--- src/rtl/acpr_pkg.sv ---
// Package with the shared types, codes and helpers of the ARP cache block.
`default_nettype none
package acpr_pkg;

    localparam int MAX_RES = 8;

    typedef enum logic [1:0] {
        OP_LOOKUP = 2'd0,
        OP_INSERT = 2'd1,
        OP_APPEND = 2'd2,
        OP_TICK   = 2'd3
    } t_op;

    typedef enum logic [2:0] {
        K_LOOKUP  = 3'd0,
        K_QUEUED  = 3'd1,
        K_SEND    = 3'd2,
        K_RELEASE = 3'd3,
        K_UNREACH = 3'd4,
        K_NOTHING = 3'd5,
        K_FULL    = 3'd6
    } t_kind;

    localparam logic REG_ENTRY_TIMEOUT = 1'b0;
    localparam logic REG_MAX_RETRIES   = 1'b1;

    typedef struct packed {
        logic [31:0] ip;
        logic [47:0] mac;
        logic [15:0] added;
    } t_centry;

    typedef struct packed {
        logic [31:0] ip;
        logic [3:0]  iface;
        logic [2:0]  retries;
        logic [15:0] sent;
    } t_pentry;

    typedef struct packed {
        t_kind       kind;
        logic        hit;
        logic [47:0] mac;
        logic [31:0] ip;
        logic [3:0]  iface;
        logic [2:0]  slot;
    } t_res;

    function automatic t_res mk_res(t_kind kind, logic hit, logic [47:0] mac,
                                    logic [31:0] ip, logic [3:0] iface,
                                    logic [2:0] slot);
        t_res r;
        r.kind  = kind;
        r.hit   = hit;
        r.mac   = mac;
        r.ip    = ip;
        r.iface = iface;
        r.slot  = slot;
        return r;
    endfunction

endpackage
`default_nettype wire

--- src/rtl/arp_cache_with_pending_requests_core.sv ---
// Top level of the ARP cache with pending requests: sequencer, valid bits and result register.
//
//  Channel | Signals                                   | Direction
//  --------+-------------------------------------------+----------
//  in      | i_in_valid, o_in_ready, op/ip/mac/iface   | to block
//  out     | o_out_valid, i_out_ready, result fields   | from block
//  cfg     | i_cfg_we, i_cfg_idx, i_cfg_wdata          | to block
//
// An operation reads each valid cache entry or pending slot it visits through the single read
// port of a memory and steps over each invalid one. It accepts the beat, runs its scans,
// pushes each result beat other than a nothing beat, closes each scan that runs to its end
// or to the result limit, and then presents the final beat. A beat is accepted only when idle.
// Reset is synchronous and clears all valid bits and the time counter at once.
// A stalled output holds the sequencer in its push or finish state.
`default_nettype none
module arp_cache_with_pending_requests_core #(
    parameter int CACHE_ENTRIES = 16,
    parameter int PENDING_SLOTS = 8
) (
    input  wire logic        i_clk,
    input  wire logic        i_rst_n,
    input  wire logic        i_in_valid,
    output logic             o_in_ready,
    input  wire logic [1:0]  i_op,
    input  wire logic [31:0] i_ip_addr,
    input  wire logic [47:0] i_mac_addr,
    input  wire logic [3:0]  i_iface_id,
    output logic             o_out_valid,
    input  wire logic        i_out_ready,
    output logic [2:0]       o_kind,
    output logic             o_hit,
    output logic [47:0]      o_mac_out,
    output logic [31:0]      o_ip_out,
    output logic [3:0]       o_iface_out,
    output logic [2:0]       o_slot,
    output logic             o_last,
    input  wire logic        i_cfg_we,
    input  wire logic [0:0]  i_cfg_idx,
    input  wire logic [7:0]  i_cfg_wdata
);
    import acpr_pkg::*;

    localparam int CW  = $clog2(CACHE_ENTRIES);
    localparam int CIW = $clog2(CACHE_ENTRIES + 1);
    localparam int PW  = (PENDING_SLOTS > 1) ? $clog2(PENDING_SLOTS) : 1;
    localparam int PIW = $clog2(PENDING_SLOTS + 1);

    typedef enum logic [2:0] {
        S_IDLE, S_CRD, S_CCMP, S_PRD, S_PCMP, S_PUSH, S_FIN
    } t_state;

    t_state r_state, n_state;
    logic [CIW-1:0] r_cidx, n_cidx;
    logic [PIW-1:0] r_pidx, n_pidx;
    logic [CACHE_ENTRIES-1:0] r_cvalid, n_cvalid;
    logic [PENDING_SLOTS-1:0] r_pvalid, n_pvalid;
    logic [3:0]  r_cnt, n_cnt;
    logic [15:0] r_now, n_now;
    logic [CW-1:0] r_mod, n_mod;
    t_op         r_op, n_op;
    logic [31:0] r_ip, n_ip;
    logic [47:0] r_mac, n_mac;
    logic [3:0]  r_iface, n_iface;
    t_res        r_hold, n_hold, r_new, n_new, r_out, n_out;
    logic        r_hold_v, n_hold_v, r_fin, n_fin;
    logic        r_out_v, n_out_v, r_out_last, n_out_last;
    logic [7:0]  r_tmo;
    logic [2:0]  r_maxr;

    logic            c_we, c_re;
    logic [CW-1:0]   c_waddr, c_raddr;
    t_centry         c_wdata, c_rdata;
    logic            p_we, p_re;
    logic [PW-1:0]   p_waddr, p_raddr;
    t_pentry         p_wdata, p_rdata;

    logic            c_free_v, p_free_v, out_free;
    logic [CW-1:0]   c_free;
    logic [PW-1:0]   p_free;
    logic [15:0]     age, elapsed;
    logic [2:0]      slot_now;

    acpr_cache_ram #(.DEPTH(CACHE_ENTRIES), .AW(CW)) u_cache (
        .i_clk(i_clk), .i_we(c_we), .i_waddr(c_waddr), .i_wdata(c_wdata),
        .i_re(c_re), .i_raddr(c_raddr), .o_rdata(c_rdata)
    );

    acpr_pend_ram #(.DEPTH(PENDING_SLOTS), .AW(PW)) u_pend (
        .i_clk(i_clk), .i_we(p_we), .i_waddr(p_waddr), .i_wdata(p_wdata),
        .i_re(p_re), .i_raddr(p_raddr), .o_rdata(p_rdata)
    );

    always_comb begin
        c_free_v = 1'b0;
        c_free   = '0;
        for (int i = CACHE_ENTRIES - 1; i >= 0; i--) begin
            if (!r_cvalid[i]) begin
                c_free_v = 1'b1;
                c_free   = CW'(i);
            end
        end
        p_free_v = 1'b0;
        p_free   = '0;
        for (int i = PENDING_SLOTS - 1; i >= 0; i--) begin
            if (!r_pvalid[i]) begin
                p_free_v = 1'b1;
                p_free   = PW'(i);
            end
        end
    end

    assign out_free   = !r_out_v || i_out_ready;
    assign age        = r_now - c_rdata.added;
    assign elapsed    = r_now - p_rdata.sent;
    assign slot_now   = 3'(r_pidx);
    assign c_raddr    = r_cidx[CW-1:0];
    assign p_raddr    = r_pidx[PW-1:0];
    assign o_in_ready = (r_state == S_IDLE);

    always_comb begin
        n_state    = r_state;
        n_cidx     = r_cidx;
        n_pidx     = r_pidx;
        n_cvalid   = r_cvalid;
        n_pvalid   = r_pvalid;
        n_cnt      = r_cnt;
        n_now      = r_now;
        n_mod      = r_mod;
        n_op       = r_op;
        n_ip       = r_ip;
        n_mac      = r_mac;
        n_iface    = r_iface;
        n_hold     = r_hold;
        n_hold_v   = r_hold_v;
        n_new      = r_new;
        n_fin      = r_fin;
        n_out      = r_out;
        n_out_last = r_out_last;
        n_out_v    = r_out_v && !i_out_ready;
        c_we       = 1'b0;
        c_re       = 1'b0;
        c_waddr    = c_free_v ? c_free : r_mod;
        c_wdata    = '{ip: i_ip_addr, mac: i_mac_addr, added: r_now};
        p_we       = 1'b0;
        p_re       = 1'b0;
        p_waddr    = p_free;
        p_wdata    = '{ip: r_ip, iface: r_iface, retries: 3'd0, sent: r_now};

        unique case (r_state)
            S_IDLE: begin
                if (i_in_valid) begin
                    n_op    = t_op'(i_op);
                    n_ip    = i_ip_addr;
                    n_mac   = i_mac_addr;
                    n_iface = i_iface_id;
                    n_cnt   = '0;
                    n_cidx  = '0;
                    n_pidx  = '0;
                    unique case (t_op'(i_op))
                        OP_LOOKUP: n_state = S_CRD;
                        OP_INSERT: begin
                            c_we = 1'b1;
                            n_cvalid[c_waddr] = 1'b1;
                            n_state = S_PRD;
                        end
                        OP_APPEND: n_state = S_PRD;
                        OP_TICK: begin
                            n_now = r_now + 16'd1;
                            if (r_now == 16'hFFFF || r_mod == CW'(CACHE_ENTRIES - 1)) begin
                                n_mod = '0;
                            end else begin
                                n_mod = r_mod + CW'(1);
                            end
                            n_state = S_CRD;
                        end
                        default: n_state = S_IDLE;
                    endcase
                end
            end
            S_CRD: begin
                if (r_cidx == CIW'(CACHE_ENTRIES)) begin
                    if (r_op == OP_LOOKUP) begin
                        n_new   = mk_res(K_LOOKUP, 1'b0, '0, r_ip, '0, '0);
                        n_fin   = 1'b1;
                        n_cnt   = r_cnt + 4'd1;
                        n_state = S_PUSH;
                    end else begin
                        n_state = S_PRD;
                    end
                end else if (!r_cvalid[r_cidx[CW-1:0]]) begin
                    n_cidx = r_cidx + CIW'(1);
                end else begin
                    c_re    = 1'b1;
                    n_state = S_CCMP;
                end
            end
            S_CCMP: begin
                n_cidx  = r_cidx + CIW'(1);
                n_state = S_CRD;
                if (r_op == OP_LOOKUP) begin
                    if (c_rdata.ip == r_ip) begin
                        n_new   = mk_res(K_LOOKUP, 1'b1, c_rdata.mac, r_ip, '0, '0);
                        n_fin   = 1'b1;
                        n_cnt   = r_cnt + 4'd1;
                        n_state = S_PUSH;
                    end
                end else if (age > {8'd0, r_tmo}) begin
                    n_cvalid[r_cidx[CW-1:0]] = 1'b0;
                end
            end
            S_PRD: begin
                if (r_pidx == PIW'(PENDING_SLOTS) || r_cnt == 4'(MAX_RES)) begin
                    if (r_op == OP_APPEND) begin
                        n_fin   = 1'b1;
                        n_cnt   = r_cnt + 4'd1;
                        n_state = S_PUSH;
                        if (p_free_v) begin
                            p_we = 1'b1;
                            n_pvalid[p_free] = 1'b1;
                            n_new = mk_res(K_SEND, 1'b0, '0, r_ip, r_iface, 3'(p_free));
                        end else begin
                            n_new = mk_res(K_FULL, 1'b0, '0, r_ip, r_iface, '0);
                        end
                    end else begin
                        n_state = S_FIN;
                    end
                end else if (!r_pvalid[r_pidx[PW-1:0]]) begin
                    n_pidx = r_pidx + PIW'(1);
                end else begin
                    p_re    = 1'b1;
                    n_state = S_PCMP;
                end
            end
            S_PCMP: begin
                n_pidx  = r_pidx + PIW'(1);
                n_state = S_PRD;
                n_fin   = 1'b0;
                priority if (r_op == OP_INSERT) begin
                    if (p_rdata.ip == r_ip) begin
                        n_new   = mk_res(K_RELEASE, 1'b0, r_mac, r_ip, p_rdata.iface, slot_now);
                        n_cnt   = r_cnt + 4'd1;
                        n_state = S_PUSH;
                        n_pvalid[r_pidx[PW-1:0]] = 1'b0;
                    end
                end else if (r_op == OP_APPEND) begin
                    if (p_rdata.ip == r_ip && p_rdata.iface == r_iface) begin
                        n_new   = mk_res(K_QUEUED, 1'b0, '0, r_ip, r_iface, slot_now);
                        n_fin   = 1'b1;
                        n_cnt   = r_cnt + 4'd1;
                        n_state = S_PUSH;
                    end
                end else begin
                    if (p_rdata.retries < r_maxr) begin
                        if (elapsed != 16'd0) begin
                            p_we    = 1'b1;
                            p_waddr = r_pidx[PW-1:0];
                            p_wdata = '{ip: p_rdata.ip, iface: p_rdata.iface,
                                        retries: p_rdata.retries + 3'd1, sent: r_now};
                            n_new   = mk_res(K_SEND, 1'b0, '0, p_rdata.ip, p_rdata.iface,
                                             slot_now);
                            n_cnt   = r_cnt + 4'd1;
                            n_state = S_PUSH;
                        end
                    end else begin
                        n_new   = mk_res(K_UNREACH, 1'b0, '0, p_rdata.ip, p_rdata.iface,
                                         slot_now);
                        n_cnt   = r_cnt + 4'd1;
                        n_state = S_PUSH;
                        n_pvalid[r_pidx[PW-1:0]] = 1'b0;
                    end
                end
            end
            S_PUSH: begin
                if (!r_hold_v) begin
                    n_hold   = r_new;
                    n_hold_v = 1'b1;
                    n_state  = r_fin ? S_FIN : S_PRD;
                end else if (out_free) begin
                    n_out      = r_hold;
                    n_out_last = 1'b0;
                    n_out_v    = 1'b1;
                    n_hold     = r_new;
                    n_state    = r_fin ? S_FIN : S_PRD;
                end
            end
            S_FIN: begin
                if (out_free) begin
                    n_out      = r_hold_v ? r_hold : mk_res(K_NOTHING, 1'b0, '0, '0, '0, '0);
                    n_out_last = 1'b1;
                    n_out_v    = 1'b1;
                    n_hold_v   = 1'b0;
                    n_state    = S_IDLE;
                end
            end
            default: n_state = S_IDLE;
        endcase
    end

    always_ff @(posedge i_clk) begin
        if (!i_rst_n) begin
            r_state  <= S_IDLE;
            r_cvalid <= '0;
            r_pvalid <= '0;
            r_now    <= '0;
            r_mod    <= '0;
            r_hold_v <= 1'b0;
            r_out_v  <= 1'b0;
            r_cnt    <= '0;
            r_tmo    <= 8'd15;
            r_maxr   <= 3'd5;
        end else begin
            r_state  <= n_state;
            r_cvalid <= n_cvalid;
            r_pvalid <= n_pvalid;
            r_now    <= n_now;
            r_mod    <= n_mod;
            r_hold_v <= n_hold_v;
            r_out_v  <= n_out_v;
            r_cnt    <= n_cnt;
            if (i_cfg_we) begin
                unique case (i_cfg_idx[0])
                    REG_ENTRY_TIMEOUT: r_tmo  <= i_cfg_wdata;
                    REG_MAX_RETRIES:   r_maxr <= i_cfg_wdata[2:0];
                    default:           r_tmo  <= r_tmo;
                endcase
            end
        end
        r_cidx     <= n_cidx;
        r_pidx     <= n_pidx;
        r_op       <= n_op;
        r_ip       <= n_ip;
        r_mac      <= n_mac;
        r_iface    <= n_iface;
        r_hold     <= n_hold;
        r_new      <= n_new;
        r_fin      <= n_fin;
        r_out      <= n_out;
        r_out_last <= n_out_last;
    end

    assign o_out_valid = r_out_v;
    assign o_kind      = r_out.kind;
    assign o_hit       = r_out.hit;
    assign o_mac_out   = r_out.mac;
    assign o_ip_out    = r_out.ip;
    assign o_iface_out = r_out.iface;
    assign o_slot      = r_out.slot;
    assign o_last      = r_out_last;

    a_idle_no_hold: assert property (@(posedge i_clk) disable iff (!i_rst_n)
        (r_state == S_IDLE) |-> !r_hold_v)
        else $error("Held result left over while idle.");

    a_busy_after_accept: assert property (@(posedge i_clk) disable iff (!i_rst_n)
        (i_in_valid && o_in_ready) |=> !o_in_ready)
        else $error("Second beat accepted while an operation runs.");

    a_result_limit: assert property (@(posedge i_clk) disable iff (!i_rst_n)
        r_cnt <= 4'(MAX_RES))
        else $error("Too many results for one operation.");

    a_finish_last: assert property (@(posedge i_clk) disable iff (!i_rst_n)
        (r_state == S_FIN && out_free) |=> (o_out_valid && o_last))
        else $error("Finish did not present the final beat.");
endmodule
`default_nettype wire

--- src/rtl/acpr_cache_ram.sv ---
// Synchronous memory holding the address, MAC and insertion time of each cache entry.
`default_nettype none
module acpr_cache_ram #(
    parameter int DEPTH = 16,
    parameter int AW    = 4
) (
    input  wire logic             i_clk,
    input  wire logic             i_we,
    input  wire logic [AW-1:0]    i_waddr,
    input  wire acpr_pkg::t_centry i_wdata,
    input  wire logic             i_re,
    input  wire logic [AW-1:0]    i_raddr,
    output acpr_pkg::t_centry     o_rdata
);
    import acpr_pkg::*;

    t_centry r_mem [DEPTH];

    always_ff @(posedge i_clk) begin
        if (i_we) begin
            r_mem[i_waddr] <= i_wdata;
        end
        if (i_re) begin
            o_rdata <= r_mem[i_raddr];
        end
    end
endmodule
`default_nettype wire

--- src/rtl/acpr_pend_ram.sv ---
// Synchronous memory holding the address, interface, retry count and send time of each pending slot.
`default_nettype none
module acpr_pend_ram #(
    parameter int DEPTH = 8,
    parameter int AW    = 3
) (
    input  wire logic             i_clk,
    input  wire logic             i_we,
    input  wire logic [AW-1:0]    i_waddr,
    input  wire acpr_pkg::t_pentry i_wdata,
    input  wire logic             i_re,
    input  wire logic [AW-1:0]    i_raddr,
    output acpr_pkg::t_pentry     o_rdata
);
    import acpr_pkg::*;

    t_pentry r_mem [DEPTH];

    always_ff @(posedge i_clk) begin
        if (i_we) begin
            r_mem[i_waddr] <= i_wdata;
        end
        if (i_re) begin
            o_rdata <= r_mem[i_raddr];
        end
    end
endmodule
`default_nettype wire
--- config.mk ---
export PLATFORM = sky130hd
export DESIGN_NAME = arp_cache_with_pending_requests_core
export DESIGN_NICKNAME = d
export VERILOG_FILES = /design/src/rtl/acpr_pkg.sv /design/src/rtl/arp_cache_with_pending_requests_core.sv /design/src/rtl/acpr_cache_ram.sv /design/src/rtl/acpr_pend_ram.sv
export SDC_FILE = /design/constraint.sdc
export NUM_CORES = 2
export LEC_CHECK = 0
export BUFFER_PORTS_ARGS = -buffer_cell sky130_fd_sc_hd__buf_2
export CORE_UTILIZATION = 45
export DETAILED_ROUTE_END_ITERATION = 8
export GPL_TIMING_DRIVEN = 0
export PLACE_DENSITY = 0.7
export SYNTH_ARGS = -nofsm -noshare
export SYNTH_HDL_FRONTEND = slang
export SYNTH_SLANG_ARGS = --single-unit
export TNS_END_PERCENT = 20
--- constraint.sdc ---
create_clock -name i_clk -period 27.6 [get_ports i_clk]
set_input_delay 4.14 -clock i_clk [delete_from_list [all_inputs] [get_ports i_clk]]
set_output_delay 4.14 -clock i_clk [all_outputs]
set_load 0.005 [all_outputs]
==> key figures <==
Run status
  • Status: complete, no violations

Logic synthesis
  • Async set or reset register ratio after synthesis: 0
  • Synthesized area: 0.0973 mm²
  • Mapped Cells: ~4600
  • Syn Nets: 4759
  • Synthesized flop and latch total: 2561
  • Synth top area share: 0.771
  • Yosys top cell by area: edfxtp_1
  • Post-synth top flop: edfxtp_1
  • Sequential fraction of the synthesis area: 0.784
  • Synth area leaders: edfxtp_1 77%, mux4_2 11%, a22oi_1 1.7%
  • YS warnings: 0
  • Post-synth EDFFs: 2497
  • Synth unique cells: slightly below 80
  • Avg Cell Area, Syn: between 20 and 25 µm²

Global routing
  • Most used routing layer: met2
  • Initial antenna violation count: 36
  • Met1 Track Usage GR: 0.313
  • GRT overflow: 0
  • GR Util met2: 0.368
  • Vias in the first global route: between 40000 and 50000
  • First-pass GRT wire length: roughly 360 mm
  • Largest net degree at the start of global routing: 50
  • All-Layer GR Usage: 0.230
  • Met3 usage: 0.0486

Die
  • Ports: 194
  • Die height: between 400 and 500 µm
  • Die area: about 0.22 mm²
  • Die Span X: ~470 µm
  • Initial Util: 0.453
  • Rows: 170
  • Core ar.: 0.215 mm²

Route
  • WL per Instance: 30.8 µm
  • Total routed wirelength: ~250 mm
  • Drt first pass iters: 7
  • Initial DRC Count: around 7000
  • # DRC: 0
  • DR vias: 49500
  • Antenna Nets Post-Route: 0
  • DR vias/cell: 6.02

Placed design
  • Pre-CTS setup slack: a little under 20 ns
  • DP Cell Count: between 7000 and 8000
  • Dpl hpwl: 160 mm
  • PortBufs: 193
  • GP Congestion: slightly above 0.9

Power
  • Power Density: ~87 mW/mm²
  • Peak VDD IR: ~0.000087 V
  • P_leak: about 35 nW
  • Pwr Total: between 0.009 and 0.01 W

Clock tree
  • Post-CTS setup buffers: 0
  • CTS root buffer: clkbuf_16
  • # resized after CTS: 0
  • H-tree depth: 4
  • Cts hold-fix bufs: 0
  • Num CTS Buffers: roughly 240
  • CTS sink cnt: about 2600
  • Clk_lat worst skew: just over 0.9 ns
  • CTS max path bufs: 3
  • CTS tree: yes
  • Clock-pin slew on the worst setup and hold paths: approximately 0.060 ns

STA
  • Final Hold Fails: 0
  • Tmin final: 7.18 ns
  • Hold Slack: just under 0.4 ns
  • Worst Tran Pin Value: ~1.5 ns
  • Setup violators final: 0
  • RSZ-0062 raised after global routing: no
  • Max-slew headroom: 0.0232
  • Final Max Tran Viols: 0
  • Final worst slack: 20.42 ns
  • Clock Skews: 0.0443 ns
  • Period utilisation layout: 0.260
  • Setup_tns: 0 ns
  • F_max: 0.139 GHz

Worst setup path
  • Req. time, crit path: around 28 ns
  • Crit path max fanout: 33
  • Crit start category: input port
  • Reg2Reg Launch Point: r_now[0]
  • Critical path origin: i_in_valid
  • CP Data Arrival Time: ~7.8 ns
  • Critical path type: in -> reg
  • Setup crit end kind: flip-flop

Layout
  • Post-Layout Cell Count: between 8000 and 9000
  • Synth-to-Final Area Change: 15.3%
  • Layout cells sized above 1: 0.234
  • Nets: about 5300

Run
  • Max cap viols: 0

Worst hold path
  • Tightest Hold Check Type: reg -> reg
  • Min-delay src: r_new[63]
path summary, 6_finish.rpt:
kind	end	slack, ns	cells after the start
min reg2reg	r_hold[63]	0.40	0
max reg2reg	u_pend.r_mem[2][9]	21.60	16
max	u_cache.r_mem[0][52]	20.42	11
min	r_hold[63]	0.40	0
flip-flops by register name, indices dropped and copies added, names as in the netlist, 5 cells and up:
register / count
r_hold: 91
r_pvalid: 8
u_cache.r_mem: 1536
o_mac_out: 48
r_mac: 48
o_ip_out: 32
r_new: 91
r_ip: 32
r_now: 16
u_cache.o_rdata: 96
r_cvalid: 16
r_cidx: 5
u_pend.r_mem: 440
u_pend.o_rdata: 55
r_tmo: 8
routing by layer:
| layer | vias up | part of all wire |
|---|---|---|
| li1 | 20300 | - |
| met1 | 25900 | 0.39 |
| met2 | 2723 | 0.48 |
| met3 | 494 | 0.097 |
| met4 | 34 | 0.034 |
| met5 | - | 0.00082 |
synthesized netlist by cell type, types with 4 or more instances:
cell type / count
a211oi_1: 5
a21o_1: 14
a21oi_1: 53
a22o_1: 54
a22oi_1: 221
a31oi_1: 15
and2_1: 8
and3_1: 14
and4_1: 4
buf_1: 60
buf_2: 5
clkbuf_1: 150
dfxtp_1: 64
edfxtp_1: 2497
ha_1: 57
inv_1: 66
mux2_1: 17
mux2_2: 33
mux2_4: 19
mux4_2: 487
nand2_1: 110
nand2b_1: 9
nand3_1: 43
nand3b_1: 5
nand4_1: 81
nor2_1: 89
nor2b_1: 105
nor3_1: 23
nor4_1: 13
nor4b_1: 4
o211ai_1: 21
o21a_1: 15
o21ai_0: 49
o22ai_1: 7
o31ai_1: 9
or2_2: 6
or3_1: 8
xnor2_1: 51
xor2_1: 55
power by group:
group | leakage [nW] | switching, W | internal, W
logic | 8.50 | 0.00113 | 0.000834
clock network | 3.69 | 0.00143 | 0.00178
registers | 23.1 | 0.0000708 | 0.00452
total | 35.3 | 0.00263 | 0.00714
critical path: stages:
cell and delay (ns):
buf_2 0.21, and2_1 0.16, clkbuf_4 0.44, buf_16 0.31
nand3_1 0.16, inv_1 0.14, o21ai_0 0.42, nor2_4 0.85
buf_12 0.29, buf_12 0.24, buf_12 0.25
stage by stage:
stage          cell area (µm²)  utilization
2_1_floorplan            97300            -
3_3_place_gp            102000        0.474
3_5_place_dp            105000        0.487
4_1_cts                 112000        0.523
5_1_grt                 112000        0.523
6_report                112000        0.523
placed cells by master, fill, tap and decap left out, drive strengths merged, types with 43 or more instances in the layout:
cell type and count:
nor2 89, inv 81, dfxtp 64, mux2 69
xor2 55, o21ai 52, a22o 54, clkinv 109
ha 57, nand4 81, xnor2 51, nand3 43
a22oi 221, nor2b 106, edfxtp 2497, nand2 110
buf 394, clkbuf 443, mux4 487, a21oi 55
cells by family after synthesis:
logic type	share of synthesized area
DFF	0.784
muxes	0.122
and+or+nand+nor	0.0286
AOI/OAI and AO/OA	0.0375
buffers and inverters	0.0113
adders and majority gates	0.00754
xor gates and xnor gates	0.00954
final cells by class:
cell class / instances / area [µm²]
timing repair buffer: 326 / 3500
tap: 2838 / 3550
multi-input combinational: 1755 / 20200
buffer: 218 / 853
inverter: 67 / 251
antenna: 8 / 20.0
sequential: 2561 / 76300
fill: 16100 / 102000
clock inverter: 151 / 1330
clock buffer: 293 / 6230
(Power assumes the default switching activity.)
